**config.mk**
```make
export PLATFORM = sky130hd
export DESIGN_NAME = eapm_cell
export DESIGN_NICKNAME = d
export VERILOG_FILES = /design/src/hw/rtl/eapm_pkg.sv /design/src/hw/rtl/eapm_cell.sv
export SDC_FILE = /design/constraint.sdc
export NUM_CORES = 1
export LEC_CHECK = 0
export ABC_CLOCK_PERIOD_IN_PS = 2690
export BUFFER_PORTS_ARGS = -buffer_cell sky130_fd_sc_hd__buf_2
export CAP_MARGIN = 10
export CORE_AREA = 2 2 107 109
export CTS_CLUSTER_DIAMETER = 30
export DETAILED_ROUTE_END_ITERATION = 16
export DIE_AREA = 0 0 109 111
export PLACE_DENSITY_LB_ADDON = 0.1
export SYNTH_ARGS = -nofsm -noshare
export SYNTH_HDL_FRONTEND = slang
export SYNTH_SLANG_ARGS = --single-unit
```
**constraint.sdc**
```tcl
create_clock -name clock -period 2.69 [get_ports clock]
set_input_delay 0.538 -clock clock [delete_from_list [all_inputs] [get_ports clock]]
set_output_delay 0.538 -clock clock [all_outputs]
set_load 0.005 [all_outputs]
```
**src/hw/rtl/eapm_pkg.sv**
```systemverilog
// Shared constants, register codes, types and helpers for the ellipse arc point map.
package eapm_pkg;

   // Default build settings
   localparam int DEF_CORDIC_STAGES = 16;
   localparam int DEF_FRAC_BITS     = 16;
   localparam int ATAN_ENTRIES      = 30;

   // Field widths
   localparam int PARAM_W    = 17;
   localparam int COORD_W    = 32;
   localparam int COORD_FRAC = 16;
   localparam int TURN_W     = 24;
   localparam int SPAN_W     = TURN_W + 1;
   localparam int PHASE_W    = 32;
   localparam int OMEGA_W    = 28;   // 2*pi*span, Q.16 radians
   localparam int DIMS_W     = 2;
   localparam int CSR_IDX_W  = 3;
   localparam int CSR_DATA_W = 32;
   localparam int WIDE_W     = 48;   // headroom ahead of saturation

   // Arithmetic constants
   localparam longint                 GAIN_Q30   = 64'sd652032874;
   localparam logic signed [32:0]     TWO_PI_Q29 = 33'sd3373259426;
   localparam int                     OMEGA_LSB  = 29;
   localparam logic [PARAM_W-1:0]     PARAM_ONE  = 17'd65536;
   localparam logic signed [31:0]     AXIS_ONE   = 32'sd65536;
   localparam logic [PHASE_W-1:0]     HALF_QUAD  = 32'h2000_0000;
   localparam logic signed [WIDE_W-1:0] SAT_MAX  = 48'sh0000_7FFF_FFFF;
   localparam logic signed [WIDE_W-1:0] SAT_MIN  = -48'sh0000_8000_0000;
   localparam logic [DIMS_W-1:0]      DIMS_3D    = 2'd3;

   // Register reset values
   localparam logic signed [COORD_W-1:0] RST_SEMI_AXIS = 32'sd65536;
   localparam logic signed [COORD_W-1:0] RST_CENTRE    = 32'sd0;
   localparam logic signed [TURN_W-1:0]  RST_START     = 24'sd0;
   localparam logic signed [TURN_W-1:0]  RST_END       = 24'sd65536;
   localparam logic [DIMS_W-1:0]         RST_DIMS      = 2'd2;

   // atan(2^-i) in units of 2^-32 turn
   localparam logic [31:0] ATAN_TURNS [ATAN_ENTRIES] = '{
      32'd536870912, 32'd316933406, 32'd167458907, 32'd85004756, 32'd42667331,
      32'd21354465,  32'd10679838,  32'd5340245,   32'd2670163,  32'd1335087,
      32'd667544,    32'd333772,    32'd166886,    32'd83443,    32'd41722,
      32'd20861,     32'd10430,     32'd5215,      32'd2608,     32'd1304,
      32'd652,       32'd326,       32'd163,       32'd81,       32'd41,
      32'd20,        32'd10,        32'd5,         32'd3,        32'd1
   };

   typedef enum logic [CSR_IDX_W-1:0] {
      CSR_SEMI_AXIS_X = 3'd0,
      CSR_SEMI_AXIS_Y = 3'd1,
      CSR_CENTRE_X    = 3'd2,
      CSR_CENTRE_Y    = 3'd3,
      CSR_CENTRE_Z    = 3'd4,
      CSR_START_TURNS = 3'd5,
      CSR_END_TURNS   = 3'd6,
      CSR_RANGE_DIMS  = 3'd7
   } csr_index_type;

   typedef enum logic [1:0] {
      QUAD_0 = 2'd0,
      QUAD_1 = 2'd1,
      QUAD_2 = 2'd2,
      QUAD_3 = 2'd3
   } quadrant_type;

   // Rounded CORDIC gain at the given fraction width
   function automatic longint cordic_x0(input int frac_bits);
      return (GAIN_Q30 + (longint'(1) <<< (29 - frac_bits))) >>> (30 - frac_bits);
   endfunction

   function automatic logic signed [COORD_W-1:0] sat32(input logic signed [WIDE_W-1:0] v);
      logic signed [COORD_W-1:0] r;
      if (v > SAT_MAX) begin
         r = SAT_MAX[COORD_W-1:0];
      end else if (v < SAT_MIN) begin
         r = SAT_MIN[COORD_W-1:0];
      end else begin
         r = v[COORD_W-1:0];
      end
      return r;
   endfunction

endpackage

```
**src/hw/rtl/eapm_cell.sv**
```systemverilog
// One CORDIC rotation cell: a single micro-rotation with its own pipeline register.
module eapm_cell #(
   parameter int XW    = eapm_pkg::DEF_FRAC_BITS + 3,
   parameter int STAGE = 0
) (
   input  logic                                 clock,
   input  logic                                 reset,
   input  logic                                 in_valid,
   output logic                                 in_ready,
   input  logic signed [XW-1:0]                 in_x,
   input  logic signed [XW-1:0]                 in_y,
   input  logic signed [eapm_pkg::PHASE_W-1:0]  in_z,
   input  eapm_pkg::quadrant_type               in_q,
   output logic                                 out_valid,
   input  logic                                 out_ready,
   output logic signed [XW-1:0]                 out_x,
   output logic signed [XW-1:0]                 out_y,
   output logic signed [eapm_pkg::PHASE_W-1:0]  out_z,
   output eapm_pkg::quadrant_type               out_q
);

   localparam logic signed [eapm_pkg::PHASE_W-1:0] ANGLE =
      $signed(eapm_pkg::ATAN_TURNS[STAGE]);

   logic                                valid_ff, valid_in;
   logic signed [XW-1:0]                x_ff, x_in, y_ff, y_in, dx, dy;
   logic signed [eapm_pkg::PHASE_W-1:0] z_ff, z_in;
   eapm_pkg::quadrant_type              q_ff;

   assign in_ready = !valid_ff || out_ready;
   assign valid_in = in_ready ? in_valid : valid_ff;
   assign dx = in_y >>> STAGE;
   assign dy = in_x >>> STAGE;

   // zero residual rotates forward
   always_comb begin
      if (!in_z[eapm_pkg::PHASE_W-1]) begin
         x_in = in_x - dx;
         y_in = in_y + dy;
         z_in = in_z - ANGLE;
      end else begin
         x_in = in_x + dx;
         y_in = in_y - dy;
         z_in = in_z + ANGLE;
      end
   end

   always_ff @(posedge clock) begin
      if (reset) begin
         valid_ff <= 1'b0;
      end else begin
         valid_ff <= valid_in;
      end
      if (in_ready && in_valid) begin
         x_ff <= x_in;
         y_ff <= y_in;
         z_ff <= z_in;
         q_ff <= in_q;
      end
   end

   assign out_valid = valid_ff;
   assign out_x     = x_ff;
   assign out_y     = y_ff;
   assign out_z     = z_ff;
   assign out_q     = q_ff;

endmodule

```
### Word-level counts from Yosys, hierarchy flattened

Cells that the tools add are included.

| cells by class | value |
|---|---|
| $add $sub $neg | 5 |
| mux-type cells | 3 |
| reductions and logical operators | 3 |

Operator list:

| kind | number |
|---|---|
| $mux W19 | 2 |
| $sub A19 B19 Y19 | 2 |
| $add A32 B31 Y32 const B | 1 |
| $mux W32 | 1 |
| $sub A32 B31 Y32 const B | 1 |
| $add A19 B19 Y19 | 1 |
| $logic_and A1 B1 Y1 | 1 |
| $logic_not A1 Y1 | 1 |
| $logic_or A1 B1 Y1 | 1 |

| word-level totals | value |
|---|---|
| bits in registers | 73 |
| input bits | 76 |
| word-level logic and storage cells | 16 |

### Depth between registers and ports, before layout

| depth | value |
|---|---|
| depth in word-level cells | 3 |
| gate-level depth with buffers | 10 |

### Least setup slack after synthesis

Ideal clock, no wire load.

| timing path | value |
|---|---|
| path type | input port to flip-flop |
| start point | in out_ready |
| end point | reg q_ff[0], in the netlist out_q[0] (enable) |
| data arrival time | 2367 ps |
| required time | 2253 ps |
| slack | -114 ps |
| stages on the path | 2 |
| buffers on the path | 0 |
| path through | nand2b_1 -> and2_1 |

| between the ends | value |
|---|---|
| word-level cells in the longest chain between the ends | 2 |

RTL lines:

| element | line | RTL |
|---|---|---|
| start, declared | eapm_cell.sv:15 | `input logic out_ready,` |
| $logic_or A1 B1 Y1 | eapm_cell.sv:30 | `assign in_ready = !valid_ff \|\| out_ready;` |
| $logic_and A1 B1 Y1 | eapm_cell.sv:54 | `if (in_ready && in_valid) begin` |
| end signal, assigned | eapm_cell.sv:58 | `q_ff <= in_q;` |
| end, declared | eapm_cell.sv:28 | `eapm_pkg::quadrant_type q_ff;` |

No other way between the ends.
A chain may end at the register's enable or synchronous reset.

### Final worst setup path

| timing path | value |
|---|---|
| start point | in in_x[0] |
| end point | reg x_ff[18], in the netlist out_x[18], data pin |

| between the ends | value |
|---|---|
| word-level cells in the longest chain between the ends | 2 |
| elaborated cells on any way between the ends | 3 |
| classes of those cells | add/sub (2); mux (1) |

RTL lines:

| element | line | RTL |
|---|---|---|
| start, declared | eapm_cell.sv:10 | `input logic signed [XW-1:0] in_x,` |
| $sub A19 B19 Y19 / $add A19 B19 Y19 (equally long branches) | eapm_cell.sv:38, eapm_cell.sv:42 |  |
| $mux W19 (*) | eapm_cell.sv:37 | `if (!in_z[eapm_pkg::PHASE_W-1]) begin` |
| named net x_in[18] | eapm_cell.sv:26 | `logic signed [XW-1:0] x_ff, x_in, y_ff, y_in, dx, dy;` |
| end signal, assigned | eapm_cell.sv:55 | `x_ff <= x_in;` |
| end, declared | eapm_cell.sv:26 |  |

The timed path passes the listed nets; every way through them passes the cells marked *.

==> impl_metrics.py <==
metrics = {
    "outcome": {
        "outcome": "completed",
    },
    "timing": {
        "worst_slew_pin_slew_ns": 0.420,
        "finalSetupViolCount": 0,
        "post-route-min-period_ns": 2.61,
        "slew-limit-headroom_pct": 72.0,
        "worst_clock_skew_ns": 0.00834,
        "timing.final.crit_share_pct": 97.1,
        "timing.final.max_slew_violations": 0,
        "hold_viol": 0,
        "maxClockFrequency_mhz": 383,
        "holdWs_ns": 0.373,
        "fin_setup_tns_ns": 0,
    },
    "setup_path": {
        "critical_path.endpoint_type": "register",
        "critical_path.slowest_cell": "fa_2",
        "critical_path_peak_fanout": 4,
        "timing.critical_path.slowest_cell_delay_ns": 0.35,
        "worst-setup-path-type": "input port to register",
        "cp-start-kind": "input port",
        "critPathRequiredTime_ns": 2.77,
        "cells_traversed_along_the_worst_timing_path": "buf_2, ha_1, inv_1, fa_2, o21bai_2, a21oi_2, o311ai_4, a41oi_4, o31a_1, a2bb2oi_2, xor2_1",
        "cp.arrival_ns": 2.69,
    },
    "synthesis": {
        "yosysWarningCount": 0,
        "synthXorXnorAreaFrac_pct": 6.00,
        "synth_compound_area_share_pct": 19.5,
        "synthDistinctLibCells": 56,
        "synth_area_per_cell_um2": 9.93,
        "postSynthRegisterBits": 72,
        "synth_edf_count": 71,
        "main_flop_type_after_synthesis": "edfxtp_1",
        "fraction_of_synthesis_flops_using_an_asynchronous_set_or_reset_pin_pct": 0,
        "synthesis.area_um2": 5110,
        "synthAdderAreaFrac_pct": 16.0,
        "yosysSeqAreaShare_pct": 42.1,
        "postSynthCellCount": 514,
        "synth-simple-area-share_pct": 9.29,
        "synth.mux.area_fraction_pct": 0.980,
        "postSynthNetCount": 653,
        "main_combinational_cell_family_by_area_after_synthesis": "compound AO/OA/AOI/OAI gates",
    },
    "cts": {
        "cts.clk_slew.worst_paths_ns": 0.06,
        "clkLatencyLatePin_ns": 0.33,
        "clock-root-buffer": "clkbuf_16",
        "cts.sinks": 72,
        "clockBufferDepth": 2,
        "cts_tree": "yes",
        "htree_levels": 3,
        "cts_buffers": 9,
    },
    "layout": {
        "final_util_pct": 63.1,
        "diodes": 0,
        "sequential_cell_area_um2": 2150,
        "proportion_of_layout_cells_with_a_drive_suffix_above_1_pct": 36.6,
        "most-common-layout-cells": "149 x buf_2, 91 x buf_4, 71 x edfxtp_1, 59 x ha_1, 57 x a21oi_1",
        "layout.cells.most_common": "buf_2",
        "multiInputGateArea_um2": 2700,
        "stdcell_count": 895,
        "finish.net_count": 886,
        "layout_area_overhead_pct": 36.9,
        "num-fill-cells": 947,
    },
    "power_and_ir_drop": {
        "part_of_the_total_power_dissipated_in_the_clock_network_pct": 30.9,
        "switching_share_pct": 29.9,
        "share_of_total_power_in_sequential_cells_pct": 39.2,
        "power.density_nw_per_um2": 519,
        "power.static_leakage_nw": 3.27,
        "p_switching_w": 0.00108,
        "power.share.combinational_pct": 29.9,
        "intPower_w": 0.00254,
        "worst_voltage_drop_across_the_vdd_grid_mv": 0.408,
    },
    "placed_design": {
        "port-buffer-count": 149,
        "hpwl_mm": 11.5,
        "gp_congestion": 0.888,
        "placed_cells_incl_taps": 878,
    },
    "die": {
        "die_width_um": 109,
        "dieHeight_um": 111,
        "design.core.area_um2": 11100,
        "placementRows": 39,
        "die-area_um2": 12100,
        "io-pin-count": 150,
        "starting_density_of_the_core_pct": 46.1,
    },
    "detailed_routing": {
        "detail-route-antenna-nets": 0,
        "dr.pass1.iters": 6,
        "iter_0_drt_violations": 251,
        "wl_per_cell_um": 15.6,
        "vias": 4539,
        "detail_route.drc_violations": 0,
        "wirelength_mm": 14.0,
        "routed_via_density": 5.07,
    },
    "flow_run": {
        "max-cap-violations": 0,
    },
    "global_routing": {
        "initial_antenna_violation_count": 0,
        "number_of_global_route_vias_before_repair": 4473,
        "first_pass_grt_wire_length_mm": 22.0,
        "groute.usage.overall_pct": 23.3,
        "grt_max_degree": 60,
        "globalRoute.totalOverflow": 0,
    },
    "worst_hold_path": {
        "type_of_the_tightest_min_delay_check": "input port to register",
    },
}
==> state kept, by name (all words and copies together) (netlist names) <==
signal and cells:
out_z 32, out_y 19, out_x 18, out_q 2
out_valid 1
==> power by group through the flow <==
stage / sequential [W] / clock (W) / combinational, W
floorplan: 0.00146 / 0 / 0.000545
global placement: 0.00144 / 0 / 0.00105
detailed placement: 0.00145 / 0 / 0.00106
CTS: 0.00142 / 0.00115 / 0.00108
global route: 0.00143 / 0.00120 / 0.00120
finish: 0.00142 / 0.00112 / 0.00109
==> cells by family (layout without fill, tap and decap cells) <==
group / count (synthesis) / in the layout
AO/OA/AOI/OAI: 159 / 159
AND/OR/NAND/NOR: 100 / 100
XOR/XNOR: 35 / 35
adder cells (fa/ha/maj): 63 / 63
flip-flops: 72 / 72
multiplexers: 5 / 5
buffers and inverters: 80 / 318
==> stage by stage <==
step | area (µm²) | setup slack, ns | power [W]
after global routing | 6990 | -0.000783 | 0.00383
after global placement | 6650 | -0.365 | 0.00249
final | 6990 | 0.0786 | 0.00363
after CTS | 6980 | 0.00208 | 0.00365
after floorplan | 5110 | 0.0536 | 0.00200
after detailed placement | 6650 | -0.402 | 0.00251
==> final cells by class <==
class / count / share of cell area, %
Clock buffer: 9 / 3.22
Sequential cell: 72 / 30.8
Tap cell: 143 / 2.56
Multi-Input combinational cell: 362 / 38.6
Timing Repair Buffer: 241 / 20.7
Inverter: 61 / 3.27
Clock inverter: 7 / 0.877
==> final timing paths <==
check                               start   endpoint  slack [ns]  cells after the start
worst max-delay path              in_x[0]  out_x[18]        0.08                     11
worst min-delay path                reset  out_valid        0.37                      2
worst max register to register  out_valid  out_y[14]        1.20                      3
worst min register to register  out_valid  out_valid        0.54                      2
==> worst max-delay path, delay by kind of cell <==
kind / cells / cell delay, ns
fa+ha+maj: 2 / 0.52
compound gates: 6 / 1.32
buf+inv: 2 / 0.17
xor+xnor: 1 / 0.14
==> per-layer routing <==
layer | GRT usage, % | wire length (µm) | vias to the layer above
met5 | 0 | 0 | -
met4 | 7.18 | 195 | 0
met3 | 4.47 | 1080 | 12
met2 | 38.1 | 6540 | 168
met1 | 31.2 | 6150 | 2063
li1 | - | - | 2296
==> timing repair <==
action / in CTS / in global routing
setup endpoints to repair: 2 / 14
cloned: 0 / 0
buffers inserted: 1 / 0
pin swaps: 5 / 5
hold buffers: 0 / 0
gates resized for setup: 4 / 6
==> Yosys cell counts, types with 2 or more instances <==
cell	count	area share (%)
nor2_1	41	3.0
or3_1	3	0.37
nand3_1	3	0.29
o21ai_1	2	0.20
o311ai_0	2	0.34
nand4_1	3	0.37
and2_1	2	0.24
a21oi_1	60	5.9
a221o_1	2	0.39
o21a_1	6	0.88
a31oi_1	4	0.49
o31a_1	4	0.69
a21o_1	6	0.88
nand2b_1	7	0.86
buf_2	5	0.49
nor2b_1	5	0.61
nor4_1	4	0.49
o21ai_0	36	3.5
o221ai_1	2	0.34
inv_2	2	0.15
o21bai_1	7	1.0
inv_1	56	4.1
nand2_1	19	1.4
clkbuf_1	10	0.74
xnor2_1	30	5.1
clkinv_1	3	0.22
buf_1	3	0.22
xor2_1	5	0.86
ha_1	59	14
and3_1	2	0.24
a211oi_1	4	0.59
o31ai_1	8	1.2
edfxtp_1	71	42
fa_1	4	1.6
o211ai_1	2	0.29
a22oi_1	2	0.29
mux2i_1	5	0.98
nor3_1	7	0.69
Power figures use the tool's default switching activity.
