$ cat src/hw/rtl/eapm_pkg.sv
// Shared constants, register codes, types and helpers for the ellipse arc point map.
package eapm_pkg;

   // Default build settings
   localparam int DEF_CORDIC_STAGES = 16;
   localparam int DEF_FRAC_BITS     = 16;
   localparam int ATAN_ENTRIES      = 30;

   // Field widths
   localparam int PARAM_W    = 17;
   localparam int COORD_W    = 32;
   localparam int COORD_FRAC = 16;
   localparam int TURN_W     = 24;
   localparam int SPAN_W     = TURN_W + 1;
   localparam int PHASE_W    = 32;
   localparam int OMEGA_W    = 28;   // 2*pi*span, Q.16 radians
   localparam int DIMS_W     = 2;
   localparam int CSR_IDX_W  = 3;
   localparam int CSR_DATA_W = 32;
   localparam int WIDE_W     = 48;   // headroom ahead of saturation

   // Arithmetic constants
   localparam longint                 GAIN_Q30   = 64'sd652032874;
   localparam logic signed [32:0]     TWO_PI_Q29 = 33'sd3373259426;
   localparam int                     OMEGA_LSB  = 29;
   localparam logic [PARAM_W-1:0]     PARAM_ONE  = 17'd65536;
   localparam logic signed [31:0]     AXIS_ONE   = 32'sd65536;
   localparam logic [PHASE_W-1:0]     HALF_QUAD  = 32'h2000_0000;
   localparam logic signed [WIDE_W-1:0] SAT_MAX  = 48'sh0000_7FFF_FFFF;
   localparam logic signed [WIDE_W-1:0] SAT_MIN  = -48'sh0000_8000_0000;
   localparam logic [DIMS_W-1:0]      DIMS_3D    = 2'd3;

   // Register reset values
   localparam logic signed [COORD_W-1:0] RST_SEMI_AXIS = 32'sd65536;
   localparam logic signed [COORD_W-1:0] RST_CENTRE    = 32'sd0;
   localparam logic signed [TURN_W-1:0]  RST_START     = 24'sd0;
   localparam logic signed [TURN_W-1:0]  RST_END       = 24'sd65536;
   localparam logic [DIMS_W-1:0]         RST_DIMS      = 2'd2;

   // atan(2^-i) in units of 2^-32 turn
   localparam logic [31:0] ATAN_TURNS [ATAN_ENTRIES] = '{
      32'd536870912, 32'd316933406, 32'd167458907, 32'd85004756, 32'd42667331,
      32'd21354465,  32'd10679838,  32'd5340245,   32'd2670163,  32'd1335087,
      32'd667544,    32'd333772,    32'd166886,    32'd83443,    32'd41722,
      32'd20861,     32'd10430,     32'd5215,      32'd2608,     32'd1304,
      32'd652,       32'd326,       32'd163,       32'd81,       32'd41,
      32'd20,        32'd10,        32'd5,         32'd3,        32'd1
   };

   typedef enum logic [CSR_IDX_W-1:0] {
      CSR_SEMI_AXIS_X = 3'd0,
      CSR_SEMI_AXIS_Y = 3'd1,
      CSR_CENTRE_X    = 3'd2,
      CSR_CENTRE_Y    = 3'd3,
      CSR_CENTRE_Z    = 3'd4,
      CSR_START_TURNS = 3'd5,
      CSR_END_TURNS   = 3'd6,
      CSR_RANGE_DIMS  = 3'd7
   } csr_index_type;

   typedef enum logic [1:0] {
      QUAD_0 = 2'd0,
      QUAD_1 = 2'd1,
      QUAD_2 = 2'd2,
      QUAD_3 = 2'd3
   } quadrant_type;

   // Rounded CORDIC gain at the given fraction width
   function automatic longint cordic_x0(input int frac_bits);
      return (GAIN_Q30 + (longint'(1) <<< (29 - frac_bits))) >>> (30 - frac_bits);
   endfunction

   function automatic logic signed [COORD_W-1:0] sat32(input logic signed [WIDE_W-1:0] v);
      logic signed [COORD_W-1:0] r;
      if (v > SAT_MAX) begin
         r = SAT_MAX[COORD_W-1:0];
      end else if (v < SAT_MIN) begin
         r = SAT_MIN[COORD_W-1:0];
      end else begin
         r = v[COORD_W-1:0];
      end
      return r;
   endfunction

endpackage

$ cat src/hw/rtl/eapm_front.sv
// Phase stage: clamps r, forms the phase and splits it into quadrant and residual.
module eapm_front (
   input  logic                                 clock,
   input  logic                                 reset,
   input  logic                                 in_valid,
   output logic                                 in_ready,
   input  logic [eapm_pkg::PARAM_W-1:0]         param_r,
   input  logic signed [eapm_pkg::TURN_W-1:0]   start_turns,
   input  logic signed [eapm_pkg::SPAN_W-1:0]   span,
   output logic                                 out_valid,
   input  logic                                 out_ready,
   output logic signed [eapm_pkg::PHASE_W-1:0]  out_z,
   output eapm_pkg::quadrant_type               out_q
);

   localparam int PROD_W = eapm_pkg::SPAN_W + eapm_pkg::PARAM_W + 1;

   logic                               valid_ff, valid_in;
   logic [eapm_pkg::PHASE_W-1:0]       phase_ff, phase_in;
   logic [eapm_pkg::PARAM_W-1:0]       r_clamp;
   logic signed [PROD_W-1:0]           prod;
   logic [eapm_pkg::PHASE_W-1:0]       rounded;

   assign in_ready = !valid_ff || out_ready;
   assign r_clamp  = (param_r > eapm_pkg::PARAM_ONE) ? eapm_pkg::PARAM_ONE : param_r;
   assign prod     = span * $signed({1'b0, r_clamp});
   // start << 16 plus span * r, modulo one turn
   assign phase_in = {start_turns[15:0], 16'h0000} + prod[eapm_pkg::PHASE_W-1:0];
   assign valid_in = in_ready ? in_valid : valid_ff;

   always_ff @(posedge clock) begin
      if (reset) begin
         valid_ff <= 1'b0;
      end else begin
         valid_ff <= valid_in;
      end
      if (in_ready && in_valid) begin
         phase_ff <= phase_in;
      end
   end

   // nearest quarter turn; residual in [-1/8, 1/8) turn
   assign rounded   = phase_ff + eapm_pkg::HALF_QUAD;
   assign out_q     = eapm_pkg::quadrant_type'(rounded[31:30]);
   assign out_z     = $signed({2'b00, rounded[29:0]}) - $signed(eapm_pkg::HALF_QUAD);
   assign out_valid = valid_ff;

endmodule

$ cat config.mk
export PLATFORM = sky130hd
export DESIGN_NAME = eapm_front
export DESIGN_NICKNAME = d
export VERILOG_FILES = /design/src/hw/rtl/eapm_pkg.sv /design/src/hw/rtl/eapm_front.sv
export SDC_FILE = /design/constraint.sdc
export NUM_CORES = 1
export LEC_CHECK = 0
export BUFFER_PORTS_ARGS = -buffer_cell sky130_fd_sc_hd__buf_4
export CAP_MARGIN = 20
export CORE_MARGIN = 8
export CORE_UTILIZATION = 45
export CTS_BUF_LIST = sky130_fd_sc_hd__clkbuf_16
export DETAILED_ROUTE_END_ITERATION = 16
export PLACE_DENSITY = 0.74
export RECOVER_POWER = 50
export SLEW_MARGIN = 30
export SYNTH_ARGS = -nofsm -noshare
export SYNTH_HDL_FRONTEND = slang
export SYNTH_SLANG_ARGS = --single-unit
$ cat constraint.sdc
create_clock -name clock -period 10.37 [get_ports clock]
set_input_delay 1.037 -clock clock [delete_from_list [all_inputs] [get_ports clock]]
set_output_delay 1.037 -clock clock [all_outputs]
set_load 0.01 [all_outputs]
### Word level (Yosys, flattened, before mapping)

Cells that the tools add are included.

| cells by class | value |
|---|---|
| add/subtract/negate cells | 3 |
| multiply operators | 1 |
| $lt $le $gt $ge | 1 |
| muxes and demuxes | 1 |
| reductions and logical operators | 3 |

Operator list:

| cell | count |
|---|---|
| adder 32 x 30 -> 32 bit, second input constant | 1 |
| adder 32 bit | 1 |
| multiplier 25 x 18 -> 32 bit | 1 |
| subtractor 30 x 30 -> 31 bit, second input constant | 1 |
| > comparator 17 bit, second input constant | 1 |
| two-way mux 17 bit | 1 |
| logical AND 1 bit | 1 |
| zero test 1 bit | 1 |
| logical OR 1 bit | 1 |

| word-level totals | value |
|---|---|
| register bits | 33 |
| input port bits | 70 |
| output and inout bits | 36 |
| word-level logic and storage cells | 11 |

### Depth between registers and ports, before layout

Gate-level depths: netlist of run 1.

| logic depth | value |
|---|---|
| word-level depth | 4 |
| gate-level depth with buffers | 26 |

### Worst setup path before layout of run 1

Ideal clock, no wire load.

| timing | value |
|---|---|
| path type | input port to flip-flop |
| start | in param_r[5] in the netlist's numbering |
| end | reg phase_ff[30] in the netlist's numbering (data pin) |
| arrival | 7.140 ns |
| required time | 10.098 ns |
| path slack | 2.958 ns |
| stages on the path | 24 |
| path buffers | 2 |
| cell sequence | nor4_1 a41oi_1 clkbuf_1 nor2b_1 clkbuf_1 and2_1 fa_1 inv_1 fa_1 fa_1 inv_1 fa_1 fa_1 inv_1 fa_1 inv_1 ha_1 a21o_1 a21o_1 a211oi_2 a21oi_1 o21ba_2 a2111oi_1 or4_1 |

| between the ends | value |
|---|---|
| word-level cells in the longest chain between the ends | 4 |

Ends and longest elaborated chain:

| element | line | RTL |
|---|---|---|
| from (decl) | eapm_front.sv:7 | `input logic [eapm_pkg::PARAM_W-1:0] param_r,` |
| > comparator 17 bit | eapm_front.sv:25 | `assign r_clamp = (param_r > eapm_pkg::PARAM_ONE) ? eapm_pkg::PARAM_ONE : param_r;` |
| two-way mux 17 bit * | eapm_front.sv:25 |  |
| multiplier 25 x 18 -> 32 bit * | eapm_front.sv:26 | `assign prod = span * $signed({1'b0, r_clamp});` |
| adder 32 bit * | eapm_front.sv:28 | `assign phase_in = {start_turns[15:0], 16'h0000} + prod[eapm_pkg::PHASE_W-1:0];` |
| named net phase_in (one bit) | eapm_front.sv:19 | `logic [eapm_pkg::PHASE_W-1:0] phase_ff, phase_in;` |
| to (signal assigned) | eapm_front.sv:38 | `phase_ff <= phase_in;` |
| to (decl) | eapm_front.sv:19 |  |

Mark *: on every way through the listed nets, which the timed path passes. The rest lies on a longest branch.
A chain may end at the register's enable or synchronous reset.

### Worst setup path in the final report of run 1

| timing | value |
|---|---|
| start | in param_r[16] in the netlist's numbering |
| end | reg phase_ff[30] in the netlist's numbering (data pin) |

Same word-level chain as after synthesis.

==> results of run 1 <==
==> worst max path at each step <==
stage	start	endpoint	slack [ns]	cells past startpoint
global placement	param_r[15]	phase_ff[30]$_DFFE_PP_	1.59	24
detailed placement	param_r[15]	phase_ff[30]$_DFFE_PP_	1.52	24
global route	param_r[16]	phase_ff[30]$_DFFE_PP_	1.58	24
floorplan	param_r[5]	phase_ff[30]$_DFFE_PP_	2.96	24
finish	param_r[16]	phase_ff[30]$_DFFE_PP_	1.89	24
CTS	param_r[15]	phase_ff[30]$_DFFE_PP_	1.82	24
==> stage by stage <==
step           total power [mW]  hold slack (ns)  util (%)  worst slack (ns)  instances
3_3_place_gp               4.04            0.497      48.3              1.59       1978
3_5_place_dp               4.14            0.516      48.3              1.52       1978
5_1_grt                    4.77            0.583      48.3              1.58       1986
4_1_cts                    4.31            0.524      48.7              1.82       1986
2_1_floorplan              3.24            0.593         -              2.96       1551
6_report                   4.25            0.520      48.3              1.89       1986
==> cells in the final DEF, fill, tap and decap left out, types with 3 or more instances in the layout <==
cell type and count:
inv_1 422, fa_1 328, and2_1 247, nand2_1 149, ha_1 95, buf_4 79
xnor2_1 40, clkbuf_1 34, edfxtp_1 32, nor2_1 23, a21oi_1 21, o21ai_0 13
nor2b_1 10, a21o_1 8, nor2b_2 7, nor4_1 6, o21a_1 6, xor2_1 6
clkbuf_16 5, o31a_1 4, nand3_1 3, a31oi_1 3, nor3_1 3, nand2b_1 3
==> sequential cells by signal, indices dropped and copies added (netlist names) <==
| register | flops |
|---|---|
| out_valid | 1 |
| phase_ff | 32 |
==> power by group through the flow <==
stage,clock [mW],combinational [mW],sequential (mW)
floorplan,0,2.86,0.386
global placement,0,3.65,0.398
detailed placement,0,3.75,0.397
CTS,0.151,3.77,0.394
global route,0.154,4.22,0.397
finish,0.145,3.72,0.391
==> area by class of cell <==
type                       count  area [sq um]  share of cell area, %
clock buffer                   5           125                  0.827
clock inverter                 3          11.3                 0.0744
inverter                     420          1580                   10.4
multi-input combinational   1009         11200                   74.1
sequential                    33           981                   6.48
tap                          402           503                   3.32
timing repair buffer         114           728                   4.81
==> cells by family (layout without fill, tap and decap cells) <==
| group | count (synthesis) | after routing | share of synthesized area (%) |
|---|---|---|---|
| buffers and inverters | 509 | 542 | 14.3 |
| AOI/OAI and AO/OA | 76 | 76 | 3.72 |
| adders and majority gates | 423 | 423 | 54.7 |
| xor gates and xnor gates | 47 | 47 | 3.00 |
| DFF | 33 | 33 | 6.91 |
| and+or+nand+nor | 463 | 463 | 17.4 |
==> metal layers <==
metal,vias to the layer above,track usage [%],part of all wire [%]
met5,-,0,0
met4,0,9.75,5.4
met3,83,1.94,5.0
met2,348,32.7,49
met1,5219,23.0,40
li1,4481,-,-
==> tightest hold or removal path: cells and delay by family, from the launching register on <==
family          cells  cell delay (ns)
flops               1             0.30
simple gates        1             0.10
compound gates      1             0.07
==> summary.txt, run 1 <==
Outcome
  • Status: finished, violations left
  • Failing checks: capacitance limit, slew limit

CTS
  • Clk slew on worst S/H paths: 0.05 ns
  • Clk_lat worst skew: 0.29 ns
  • Root Driver: clkbuf_16
  • Htree depth: 2
  • Clk buf depth: 2
  • Sink Count: 33
  • CTS resizes: 0
  • Setup bufs post-CTS: 0
  • CTS tree: done
  • Hold Buf Count CTS: 0
  • Total CTS buffers: 5

Setup path
  • CP max-delay cell: clkbuf_1
  • Crit path max-delay family: adder cells
  • Critical R2R Launch: out_valid$_SDFFE_PP0N_
  • CP Launch Type: input pin
  • Crit end category: flop
  • Reg2reg end: phase_ff[7]$_DFFE_PP_
  • CP peak stage delay: 0.75 ns
  • Worst R2R Path Depth: 2
  • Most common cell on crit path: fa_1
  • CP arrival: 8.50 ns
  • R2R Setup Slk: 7.78 ns
  • Worst path cell trace: clkbuf_1, inv_1, a41oi_2, nor2b_2, buf_4, and2_1, fa_1, inv_1, fa_1, fa_1, inv_1, fa_1, fa_1, inv_1, fa_1, inv_1, ha_1, a21o_1, a21o_1, a211oi_2, a21oi_1, o21ba_2, a2111oi_1, or4_1
  • Critical path type: input pin to flop
  • WP buf/inv: 7
  • Data required, critical path: 10.40 ns
  • Critical path peak fanout: 23

Timing
  • Slew Limit Fails: 33
  • Max-slew headroom: -58.0%
  • Crit path time final: 8.48 ns
  • Final-report hold violation count: 0
  • F_max: 118 MHz
  • Setup_tns: 0 ns
  • Slew at the pin closest to its max-slew limit: 2.37 ns
  • Tcrit/Tclk final: 81.8%
  • RSZ-0062 raised after global routing: no
  • Final setup skew: 0.00308 ns
  • Endpoints failing setup: 0

Cells and area
  • Area Growth Syn to Fin: 6.61%
  • Diodes inserted: 0
  • Layout cell share with drive strength beyond 1: 6.31%
  • # fillers: 2,915
  • Finished layout cell area: 15,100 sq um
  • Layout Nets: 2,076

Floorplan
  • # IOs: 106
  • Die Width: 194 microns
  • Die span in y: 194 microns
  • Core area: 31,300 sq um
  • Die area: 37,500 sq um
  • Initial Util: 45.3%
  • Num rows: 65

Drt
  • Starting DRT DRC Count: 622
  • DRT antenna net count: 0
  • DR vias: 10,100
  • # DRC: 0
  • DR WL/cell: 17.3 microns
  • Drt pass-1 iters: 5
  • Drt via density: 5.10
  • DRT Wirelength: 34,400 microns

Logic synthesis
  • Area share of the largest cell type after synthesis: 46.3%
  • Post-synth EDFFs: 32
  • Syn_nets: 2,044
  • Cell variety after synth: 49
  • Seq/Total Area, Yosys: 6.91%
  • Top cell types by occurrence after synthesis: 420 x inv_1, 328 x fa_1, 248 x and2_1
  • Top FF cell, synth: edfxtp_1
  • Area leader, netlist: fa_1
  • Post-Syn Instances: 1,551
  • Ys Warns: 0
  • Mapped cell area: 14,200 sq um
  • Post-synthesis async set-or-reset flop share: 0%
  • Syn avg cell area: 9.15 sq um
  • FF+latch count, synth: 33
  • Count leader, synth: inv_1
  • Synth top area cells: fa_1 46%, inv_1 11%, and2_1 11%

Global routing
  • Vias in the first global route: 11,100
  • GRT Total Usage: 18.8%
  • Residual overflow from global routing: 0
  • Initial antenna violation count: 0
  • Pin count of the biggest net entering global routing: 33
  • First-pass GRT wire length: 56,500 microns

Min path
  • Hold Crit Class: flop to flop
  • Cell depth of the worst min-delay path: 2
  • Hold path endpoint: out_valid$_SDFFE_PP0N_
  • Hold_sp: out_valid$_SDFFE_PP0N_

Power and ir drop
  • Sequential share of power: 9.2%
  • PwrDens: 281 nW/um^2
  • Comb power frac: 87.4%
  • Net Sw Frac: 53.0%
  • Pint: 2.00 mW
  • Maximum vdd drop: 0.364 mV
  • Pleak: 7.63 nW
  • Switch Pwr: 2.25 mW
  • Clock share of power: 3.4%

Placement
  • GP Congestion: 0.882
  • Placed inst area: 15,100 sq um
  • IO Port Bufs: 97
  • Post-DP HPWL: 28,300 microns

Job
  • Max Cap Violations: 1
Power figures use the tool's default switching activity.
==> run 2: changes to the inputs <==
- PLACE_DENSITY: 0.74 -> 0.76
- clock period: 10.37 -> 7.7 ns (I/O delays scaled with it)
==> summary.txt, run 2 (synthesis gave the netlist of run 1 again) <==
Power and ir drop
  • Pleak: 7.77 nW (+1.9%)
  • Switch Pwr: 3.08 mW (+37%)
  • Comb power frac: 87.7% (+0.3 points)
  • Pint: 2.86 mW (+43%)
  • Clock share of power: 3.4% (about the same)
  • Sequential share of power: 8.9% (-0.3 points)
  • PwrDens: 387 nW/um^2 (+38%)
  • Net Sw Frac: 51.8% (-1.2 points)
  • Maximum vdd drop: 0.473 mV (+30%)
  • PnR Total Power: 5.95 mW (+40%)

Timing
  • Max-slew headroom: -66.6% (-8.6 points)
  • Final-report hold violation count: 0 (unchanged)
  • Setup ws final: 0.286 ns (-1.60 ns)
  • Slew at the pin closest to its max-slew limit: 2.50 ns (+0.129 ns)
  • Slew Limit Fails: 33 (unchanged)
  • Tcrit/Tclk final: 96.3%
  • Final setup skew: 0.00597 ns (+0.00290 ns)
  • Endpoints failing setup: 0 (unchanged)
  • F_max: 135 MHz
  • Final hold slack: 0.523 ns (+0.00323 ns)
  • RSZ-0062 raised after global routing: no
  • Setup_tns: 0 ns (unchanged)
  • Crit path time final: 7.41 ns

Drt
  • DR WL/cell: 17.1 microns (-1.5%)
  • DR vias: 10,300 (+1.3%)
  • Drt pass-1 iters: 5 (unchanged)
  • # DRC: 0 (unchanged)
  • Drt via density: 5.09 (-0.13%)
  • Starting DRT DRC Count: 639 (+2.7%)
  • DRT antenna net count: 0 (unchanged)
  • DRT Wirelength: 34,400 microns (about the same)

Floorplan
  • # IOs: 106 (unchanged)
  • Core area: 31,300 sq um (unchanged)
  • Die area: 37,500 sq um (unchanged)
  • Die Width: 194 microns (unchanged)
  • Die span in y: 194 microns (unchanged)
  • Initial Util: 45.3% (unchanged)
  • Num rows: 65 (unchanged)

Setup path
  • Most common cell on crit path: fa_1
  • Critical path peak fanout: 19 (-17%)
  • Crit path max-delay family: adder cells
  • Crit end category: flop
  • Data required, critical path: 7.74 ns (-2.66 ns)
  • CP arrival: 7.45 ns (-1.05 ns)
  • WP buf/inv: 9 (+2)
  • CP peak stage delay: 0.54 ns (-0.21 ns)
  • CP Launch Type: input pin
  • Critical path type: input pin to flop
  • CP max-delay cell: fa_1

Global routing
  • GRT Total Usage: 19.0% (+0.17 points)
  • Busiest grt layer: met2
  • Met3 Use GR: 2.85% (+0.90 points)
  • Global-route met1 utilization: 22.7% (-0.34 points)
  • Initial antenna violation count: 1 (+1)
  • Vias in the first global route: 11,200 (+1.0%)
  • First-pass GRT wire length: 57,100 microns (+1.1%)
  • Pin count of the biggest net entering global routing: 33 (unchanged)
  • Residual overflow from global routing: 0 (unchanged)
  • GR Util met2: 33.4% (+0.75 points)

CTS
  • Clk slew on worst S/H paths: 0.05 ns (about the same)
  • Setup bufs post-CTS: 0 (unchanged)
  • Htree depth: 2 (unchanged)
  • Clk_lat worst skew: 0.30 ns (about the same)
  • Clk buf depth: 2 (unchanged)
  • CTS resizes: 0 (unchanged)
  • Hold Buf Count CTS: 0 (unchanged)
  • Root Driver: clkbuf_16
  • Total CTS buffers: 5 (unchanged)
  • Sink Count: 33 (unchanged)
  • CTS tree: done

Cells and area
  • Area of the multi-input gates: 11,200 sq um (-0.22%)
  • Seq. cell area: 981 sq um (unchanged)
  • Diodes inserted: 0 (unchanged)
  • Max FFs per register: 32 (unchanged)
  • Core Util, Final: 49.0% (+0.72 points)
  • Most flops, register: phase_ff
  • Most common cell after layout, fill and taps aside: inv_1
  • Layout cell share with drive strength beyond 1: 7.51% (+1.2 points)
  • Most frequent cells in the layout: 422 x inv_1, 328 x fa_1, 247 x and2_1
  • Area Growth Syn to Fin: 8.21%
  • Layout Nets: 2,104 (+1.3%)
  • # fillers: 2,878 (-1.3%)

Placement
  • Dpl ws: 0.0108 ns (-1.51 ns)
  • IO Port Bufs: 97 (unchanged)
  • Post-DP HPWL: 28,800 microns (+1.8%)
  • GP Congestion: 0.849 (-3.7%)

Outcome
  • Failing checks: capacitance limit, slew limit
  • Status: finished, violations left

Min path
  • Hold Crit Class: flop to flop

Job
  • Max Cap Violations: 1 (unchanged)
==> run 2: changes by cell type in the layout (fill, tap and decap cells not counted) <==
cell      previous run  this run
a41oi_1              0         1
a41oi_2              1         0
clkbuf_1            34        33
buf_12               0         3
nor2b_2              7         0
nor2b_1             10        17
buf_4               79       105
==> run 2: routing by layer <==
metal / share of wire, % / wire [microns] / vias up
li1: - / - / 4538
met4: 4.4 / 1530 / 0
met3: 6.5 / 2230 / 85
met2: 51 / 17500 / 407
met1: 38 / 13200 / 5230
met5: 0 / 0 / -
==> run 2: power groups by stage <==
stage          Clock (mW)  Combinational, mW  Sequential [mW]
6_report            0.202               5.22            0.528
2_1_floorplan           0               3.85            0.520
3_3_place_gp            0               5.12            0.537
5_1_grt             0.214               5.92            0.538
4_1_cts             0.210               5.30            0.533
3_5_place_dp            0               5.27            0.536
==> run 2: worst min-delay path: stages, from the launching register on <==
cell      delay (ns)
dfxtp_1         0.31
nand2b_1        0.10
a21oi_1         0.07
==> run 2: final cells by class <==
type	instances	area share, %
clock buffer	5	0.815
clock inverter	3	0.0733
inverter	420	10.3
multi-input combinational	1009	72.8
sequential	33	6.39
tap	402	3.28
timing repair buffer	142	6.38
==> run 2: metrics by stage <==
stage,cell area [sq um],instances
4_1_cts,15500,2014
3_5_place_dp,15300,2006
2_1_floorplan,14200,1551
5_1_grt,15400,2014
6_report,15400,2014
3_3_place_gp,15300,2006
==> run 2: worst paths after layout <==
check	start	to	slack, ns	cells past startpoint
max	param_r[15]	phase_ff[30]$_DFFE_PP_	0.29	27
min	out_valid$_SDFFE_PP0N_	out_valid$_SDFFE_PP0N_	0.52	2
max reg2reg	out_valid$_SDFFE_PP0N_	phase_ff[8]$_DFFE_PP_	5.01	2
min reg2reg	out_valid$_SDFFE_PP0N_	out_valid$_SDFFE_PP0N_	0.52	2
==> run 3: changes to the inputs <==
- clock period: 7.7 -> 6.44 ns (I/O delays scaled with it)
==> summary.txt, run 3 (synthesis gave the netlist of run 1 again) <==
Floorplan
  • Die Width: 194 microns (unchanged)
  • Die area: 37,500 sq um (unchanged)
  • # IOs: 106 (unchanged)
  • Initial Util: 45.3% (unchanged)
  • Die span in y: 194 microns (unchanged)
  • Core area: 31,300 sq um (unchanged)
  • Num rows: 65 (unchanged)

CTS
  • CTS tree: done
  • Clk slew on worst S/H paths: 0.06 ns (about the same)
  • Sink Count: 33 (unchanged)
  • Total CTS buffers: 5 (unchanged)
  • Clk_lat worst skew: 0.30 ns (about the same)
  • Clk buf depth: 2 (unchanged)
  • Htree depth: 2 (unchanged)
  • Root Driver: clkbuf_16

Drt
  • DR WL/cell: 17.1 microns (about the same)
  • DR vias: 10,700 (+4.0%)
  • DRT antenna net count: 0 (unchanged)
  • DRT Wirelength: 36,300 microns (+5.5%)
  • Drt via density: 5.03 (-1.3%)
  • Starting DRT DRC Count: 579 (-9.4%)
  • Drt pass-1 iters: 5 (unchanged)
  • # DRC: 0 (unchanged)

Placement
  • Post-DP HPWL: 30,400 microns (+5.2%)
  • Dpl ws: -0.829 ns (-0.840 ns)
  • IO Port Bufs: 97 (unchanged)
  • GP Congestion: 0.878 (+3.3%)

Global routing
  • Pin count of the biggest net entering global routing: 33 (unchanged)
  • Vias in the first global route: 12,000 (+7.2%)
  • Residual overflow from global routing: 0 (unchanged)
  • First-pass GRT wire length: 60,000 microns (+5.1%)
  • Initial antenna violation count: 0 (-1)
  • GRT Total Usage: 19.9% (+0.84 points)

Outcome
  • Status: finished, violations left
  • Failing checks: capacitance limit, slew limit, setup timing

Timing
  • Slew Limit Fails: 33 (unchanged)
  • Tcrit/Tclk final: 104%
  • RSZ-0062 raised after global routing: yes
  • Max-slew headroom: -60.1% (+6.6 points)
  • Setup_tns: -1.19 ns (-1.19 ns)
  • Final setup skew: 0.00203 ns (-0.00395 ns)
  • F_max: 149 MHz
  • Endpoints failing setup: 11 (+11)
  • Setup ws final: -0.253 ns (-0.538 ns)
  • Final-report hold violation count: 0 (unchanged)
  • Slew at the pin closest to its max-slew limit: 2.40 ns (-0.0982 ns)
  • Crit path time final: 6.69 ns

Power and ir drop
  • Clock share of power: 2.5% (-0.9 points)
  • Net Sw Frac: 46.5% (-5.3 points)
  • Comb power frac: 90.8% (+3.1 points)
  • Maximum vdd drop: 0.705 mV (+49%)
  • Pint: 5.05 mW (+76%)
  • Pleak: 8.42 nW (+8.3%)
  • Switch Pwr: 4.39 mW (+42%)
  • PnR Total Power: 9.44 mW (+59%)
  • PwrDens: 563 nW/um^2 (+45%)
  • Sequential share of power: 6.6% (-2.3 points)

Job
  • Max Cap Violations: 1 (unchanged)

Cells and area
  • Area Growth Syn to Fin: 18.1%
  • Most frequent cells in the layout: 415 x inv_1, 325 x fa_1, 238 x and2_1
  • Max FFs per register: 32 (unchanged)
  • Diodes inserted: 0 (unchanged)
  • # fillers: 2,689 (-6.6%)
  • Layout Nets: 2,214 (+5.2%)
  • Most flops, register: phase_ff
  • Most common cell after layout, fill and taps aside: inv_1
  • Layout cell share with drive strength beyond 1: 17.4% (+9.9 points)

Min path
  • Hold Crit Class: input pin to flop

Setup path
  • Critical path type: input pin to flop
  • CP Launch Type: input pin
  • Data required, critical path: 6.48 ns (-1.26 ns)
  • CP arrival: 6.73 ns (-0.72 ns)
  • Crit end category: flop
  • Critical path peak fanout: 11 (-8)
[run 3: cell count changes in the layout (fill, tap and decap cells not counted), moves of 7 or more]
cell     change
buf_4       +95
ha_1        -12
ha_4        +12
and2_1       -9
and2_4       +9
nor2b_1      -9
buf_12       +7
inv_1        -7
inv_2        +7
o21ai_0      -7
[run 3: final cells by class]
| type | instances | area [sq um] | share of cell area [%] |
|---|---|---|---|
| Tap cell | 402 | 503 | 3.00 |
| Timing Repair Buffer | 252 | 1940 | 11.6 |
| Multi-Input combinational cell | 1009 | 11600 | 69.4 |
| Sequential cell | 33 | 981 | 5.85 |
| Clock buffer | 5 | 125 | 0.746 |
| Inverter | 420 | 1580 | 9.41 |
| Clock inverter | 3 | 11.3 | 0.0672 |
[run 3: worst paths after layout]
path	to	depth (start not counted)	slack (ns)	start
max reg2reg	phase_ff[7]$_DFFE_PP_	2	3.82	out_valid$_SDFFE_PP0N_
min	out_valid$_SDFFE_PP0N_	2	0.49	reset
min reg2reg	out_valid$_SDFFE_PP0N_	2	0.52	out_valid$_SDFFE_PP0N_
max	phase_ff[30]$_DFFE_PP_	25	-0.25	param_r[15]
[run 3: metrics by stage]
step	instances	cell area (sq um)	hold WS, ns	util [%]
after floorplan	1551	14500	0.593	-
after global placement	2106	16400	0.496	52.4
after detailed placement	2106	16400	0.520	52.4
after CTS	2119	16700	0.483	53.2
after global routing	2124	16800	0.498	53.5
final	2124	16800	0.494	53.5
[run 3: routing by layer]
layer	share of wire, %	GRT usage, %	up-vias
li1	-	-	4767
met1	38	23.2	5433
met2	51	35.4	373
met3	5.6	2.33	102
met4	5.4	10.4	0
met5	0	0	-
[run 3: worst max-delay path, cell delays in order]
cell and delay (ns):
buf_6 0.10, nor4_4 0.30, a41oi_2 0.18, buf_12 0.19
nor2b_4 0.14, buf_12 0.15, and2_4 0.14, fa_1 0.40
inv_1 0.08, fa_1 0.43, fa_1 0.47, fa_1 0.56
inv_1 0.05, fa_1 0.49, inv_2 0.04, fa_1 0.49
inv_2 0.04, ha_4 0.22, a21o_1 0.17, a21oi_1 0.13
nor2_1 0.08, a311oi_4 0.45, o21ba_4 0.24, a2111oi_1 0.07
or4_1 0.46
[run 3: what timing repair did]
action	4_1_cts	5_1_grt
pin swaps	5	7
setup buffers	5	4
gates resized for setup	20	43
hold buffers	0	0
cloned	0	1
endpoints found under the setup margin	13	16
[run 3: power by group through the flow]
| stage | clock [mW] | sequential (mW) | combinational, mW |
|---|---|---|---|
| 6_report | 0.240 | 0.627 | 8.57 |
| 5_1_grt | 0.254 | 0.639 | 9.57 |
| 4_1_cts | 0.249 | 0.633 | 8.22 |
| 3_5_place_dp | 0 | 0.637 | 7.91 |
| 3_3_place_gp | 0 | 0.637 | 7.67 |
| 2_1_floorplan | 0 | 0.622 | 4.93 |
